`src/hdl/qte_pkg.sv`:
```
// shared types, constants and the arctangent table for the quaternion to euler block
`default_nettype none
package qte_pkg;
	localparam int QFB     = 14;
	localparam int SH30    = 30 - 2 * QFB;
	localparam int ARG_W   = 36;
	localparam int ANG_W   = 34;
	localparam int CRD_W   = 33;
	localparam int SQ_W    = 62;
	localparam int SQ_CELLS = 31;
	localparam int TAB_LEN = 24;
	localparam int NORM_TOP = 29;

	localparam logic signed [ARG_W-1:0] ONE_A = ARG_W'(1) <<< (2 * QFB);
	localparam logic signed [ANG_W-1:0] ANG_PI = 34'sd3373259426;
	localparam logic signed [ANG_W-1:0] ANG_HALF_PI = 34'sd1686629713;
	localparam logic signed [16:0] ROLL_LIM = 17'sd25736;
	localparam logic signed [16:0] PITCH_LIM = 17'sd12868;

	typedef struct packed {
		logic signed [CRD_W-1:0] x;
		logic signed [CRD_W-1:0] y;
		logic signed [ANG_W-1:0] ang;
		logic                    skip;
	} crd_t;

	typedef struct packed {
		logic [SQ_W-1:0] rem;
		logic [SQ_W-1:0] res;
	} sqr_t;

	typedef struct packed {
		logic signed [ARG_W-1:0] sinr;
		logic signed [ARG_W-1:0] cosr;
		logic signed [ARG_W-1:0] siny;
		logic signed [ARG_W-1:0] cosy;
		logic signed [31:0]      s30;
		logic                    clamped;
	} arg_t;

	function automatic logic signed [ANG_W-1:0] atan_tab(input int unsigned idx);
		logic signed [ANG_W-1:0] v;
		case (idx)
			0: v = 34'sh3243F6A8;
			1: v = 34'sh1DAC6705;
			2: v = 34'sh0FADBAFC;
			3: v = 34'sh07F56EA6;
			4: v = 34'sh03FEAB76;
			5: v = 34'sh01FFD55B;
			6: v = 34'sh00FFFAAA;
			7: v = 34'sh007FFF55;
			8: v = 34'sh003FFFEA;
			9: v = 34'sh001FFFFD;
			10: v = 34'sh000FFFFF;
			11: v = 34'sh0007FFFF;
			12: v = 34'sh0003FFFF;
			13: v = 34'sh0001FFFF;
			14: v = 34'sh0000FFFF;
			15: v = 34'sh00007FFF;
			16: v = 34'sh00003FFF;
			17: v = 34'sh00001FFF;
			18: v = 34'sh00000FFF;
			19: v = 34'sh000007FF;
			20: v = 34'sh000003FF;
			21: v = 34'sh000001FF;
			22: v = 34'sh000000FF;
			23: v = 34'sh0000007F;
			default: v = '0;
		endcase
		return v;
	endfunction

	function automatic logic signed [16:0] to_q13(input logic signed [ANG_W-1:0] ang,
			input logic signed [16:0] lim);
		logic signed [ANG_W:0] t;
		logic signed [17:0] r;
		t = (ANG_W+1)'(ang) + (ANG_W+1)'(65536);
		r = 18'(t >>> 17);
		if (r > 18'(lim))
			r = 18'(lim);
		if (r < -18'(lim))
			r = -18'(lim);
		return 17'(r);
	endfunction
endpackage
`default_nettype wire

```
`src/hdl/qte_sqrt_cell.sv`:
```
// one digit step of the square root chain
`default_nettype none
module qte_sqrt_cell #(
	parameter int K = 30
) (
	input  wire logic          clk,
	input  wire logic          en,
	input  wire qte_pkg::sqr_t d_in,
	output qte_pkg::sqr_t      d_out
);
	import qte_pkg::*;

	localparam logic [SQ_W-1:0] BITV = SQ_W'(1) << (2 * K);

	logic [SQ_W-1:0] sum;
	sqr_t nxt;

	always_comb begin
		sum = d_in.res + BITV;
		if (d_in.rem >= sum) begin
			nxt.rem = d_in.rem - sum;
			nxt.res = (d_in.res >> 1) + BITV;
		end else begin
			nxt.rem = d_in.rem;
			nxt.res = d_in.res >> 1;
		end
	end

	always_ff @(posedge clk) begin
		if (en)
			d_out <= nxt;
	end
endmodule
`default_nettype wire

```
`config.mk`:
```
export PLATFORM = sky130hd
export DESIGN_NAME = qte_sqrt_cell
export DESIGN_NICKNAME = d
export VERILOG_FILES = /design/src/hdl/qte_pkg.sv /design/src/hdl/qte_sqrt_cell.sv
export SDC_FILE = /design/constraint.sdc
export NUM_CORES = 1
export LEC_CHECK = 0
export ABC_AREA = 0
export BUFFER_PORTS_ARGS = -buffer_cell sky130_fd_sc_hd__buf_2
export CORE_AREA = 2 2 132 134
export DETAILED_ROUTE_END_ITERATION = 8
export DIE_AREA = 0 0 134 136
export PLACE_DENSITY = 0.9
export SYNTH_ARGS = -nofsm -noshare
export SYNTH_HDL_FRONTEND = slang
export SYNTH_SLANG_ARGS = --single-unit
```
`constraint.sdc`:
```
create_clock -name clk -period 5 [get_ports clk]
set_input_delay 1.25 -clock clk [delete_from_list [all_inputs] [get_ports clk]]
set_output_delay 1.25 -clock clk [all_outputs]
set_load 0.05 [all_outputs]
```
==> impl_metrics.json <==
{
  "synth_area_leaders": "edfxtp_1, mux2_4, ha_1",
  "cp.arrival_ps": 4580,
  "cts.sinks": 124,
  "critPathCaptureType": "register",
  "regArea_um2": 3720,
  "clock.fmax_ghz": 0.227,
  "netlist.area_leader.share_pct": 41.9,
  "synth_cell_types": 68,
  "async_flop_share_pct": 0,
  "powerDensity_nw_per_um2": 379,
  "portBuffers": 249,
  "synth_nets": 1011,
  "final_common_cell": "buf_2",
  "cts.clk_slew.worst_paths_ps": 60,
  "top_layer": "met4",
  "drt_iter0_drc": 666,
  "seq_area_frac_synth_pct": 41.9,
  "cp_top_family": "compound AO/OA/AOI/OAI gates",
  "max_slew_margin_pct": 34.3,
  "synth_edf_count": 124,
  "grt_pass1_vias": 6997,
  "outcome": "complete, no violations",
  "routedWlPerCell_um": 17.2,
  "p_leak_nw": 4.98,
  "cts_max_path_buffers": 2,
  "crit_slowest_cell": "o31ai_1",
  "utilization_pct": 64.0,
  "whs_ps": 1020,
  "period_share_pct": 88.2,
  "start_kind": "input port",
  "cts-root-buf": "clkbuf_16",
  "synth_area_per_cell_um2": 10.8,
  "overflow": 0,
  "synth_top_flop_cell": "edfxtp_1",
  "dr_wl_met3_mm": 1.54,
  "ir_worst_vdd_mv": 0.244,
  "rsz0062_at_grt": "false",
  "core_area_um2": 16900,
  "stdcell_area_um2": 10800,
  "track_usage_pct": 24.1,
  "htree_levels": 4,
  "wl_met1_mm": 9.32,
  "place_ws_ps": 275,
  "nFillCells": 1325,
  "setup_slack_ps": 592,
  "vias": 7261,
  "cts_tree": "built",
  "max_cap_viol_count": 0,
  "min_path_type": "input port to register",
  "tightest_slew_ps": 986,
  "setup_viol": 0,
  "synth_top_area_cell": "edfxtp_1",
  "finalHoldViolCount": 0,
  "met2_wirelength_mm": 10.9,
  "crit_chain": "buf_2 > inv_1 > ha_1 > a21oi_1 > a211oi_1 > o2111ai_1 > a21oi_1 > a31oi_1 > o31a_1 > o31ai_1 > a21boi_0 > xnor2_1 > mux2_4",
  "cp_slowest_stage_delay_ps": 480,
  "drive_gt1_share_pct": 34.1,
  "initial_utilization_pct": 52.6,
  "timing.critical_path.from": "d_in[2]",
  "critPathKind": "input port to register",
  "area_delta_synth_final_pct": 21.6,
  "drv_slew": 0,
  "antenna_found_initial": 0,
  "path_buf_inv": 2,
  "post_cts_resized": 0,
  "routabilityCongestion": 0.934,
  "fin_nets": 1248,
  "cts_setup_buffers": 0,
  "min_from": "d_in[6]",
  "synth_cells": 822,
  "dpl.hpwl_mm": 17.3,
  "hold_buffers": 0,
  "largestRegisters": "d_out x124",
  "netlist_area_um2": 8880,
  "finalSetupTns_ps": 0,
  "dpl_cell_area_um2": 10100,
  "finalWirelength_mm": 22.4,
  "yosys_warnings": 0,
  "ant_nets": 0,
  "diodes": 0,
  "finalCriticalPeriod_ps": 4410,
  "layout_common_cells": "buf_2, edfxtp_1, a21oi_1",
  "rows": 48,
  "grt_max_degree": 111,
  "pin_count": 250,
  "drc_errors": 0,
  "required_ps": 5170,
  "largest_register_ffs": 124,
  "critPathMaxFanout": 5,
  "largest-register": "d_out",
  "die_w_um": 134,
  "ys_ff_latch": 124,
  "die_area_um2": 18200,
  "vias_per_cell": 5.60,
  "path_common_cell": "a21oi_1",
  "drt-pass1-iter-count": 6,
  "numCtsBuffers": 17,
  "fp.dieH_um": 136,
  "grt_first_pass_wirelength_mm": 34.5,
  "multi_input_area_um2": 4550
}
-- per-stage QoR --
step	instances	total power [W]
final	1297	0.00409
after global routing	1297	0.00424
after CTS	1297	0.00410
after detailed placement	1265	0.00274
after global placement	1265	0.00272
after floorplan	822	0.00244
-- area by class of cell --
| cell class | instances | area share (%) |
|---|---|---|
| multi-input cells | 588 | 42.1 |
| flip-flops and latches | 124 | 34.5 |
| repair buffers | 254 | 12.2 |
| clock buffers | 18 | 3.98 |
| well taps | 225 | 2.61 |
| inverters | 74 | 2.57 |
| clock inverters | 14 | 2.04 |
-- where the power goes --
part	leakage (nW)	internal, W	switching (W)
Clock	0.302	0.000885	0.000468
Combinational	3.46	0.000486	0.000924
Sequential	1.21	0.00130	0.0000276
Total	4.98	0.00267	0.00142
-- logic make-up (layout without fill, tap and decap cells) --
kind of cell / Yosys count / after routing / synth area share, %
AOI/OAI and AO/OA: 230 / 230 / 16.7
adders and majority gates: 63 / 63 / 8.96
buffers and inverters: 110 / 360 / 6.86
and+or+nand+nor: 172 / 172 / 9.34
muxes: 62 / 62 / 10.1
DFF: 124 / 124 / 41.9
xor gates and xnor gates: 61 / 61 / 6.02
-- path summary, 6_finish.rpt --
kind	to	slack, ps	cells after the start
setup / recovery	d_out[117]	590	13
hold / removal	d_out[5]	1020	1
-- synthesized netlist by cell type, drive strengths merged (12+ instances only) --
master    n
xnor2    39
xor2     22
nand2    63
o21ai    44
buf      22
ha       62
nor2     34
inv      74
nand4    20
a31oi    12
mux2     59
edfxtp  124
a21o     28
a21oi    85
-- metal layers --
layer	vias to the layer above	GRT usage, %
li1	3493	-
met1	3377	29.9
met2	328	41.3
met3	63	5.11
met4	0	9.04
met5	-	0
Note: power is estimated with default switching activity, not from simulation.
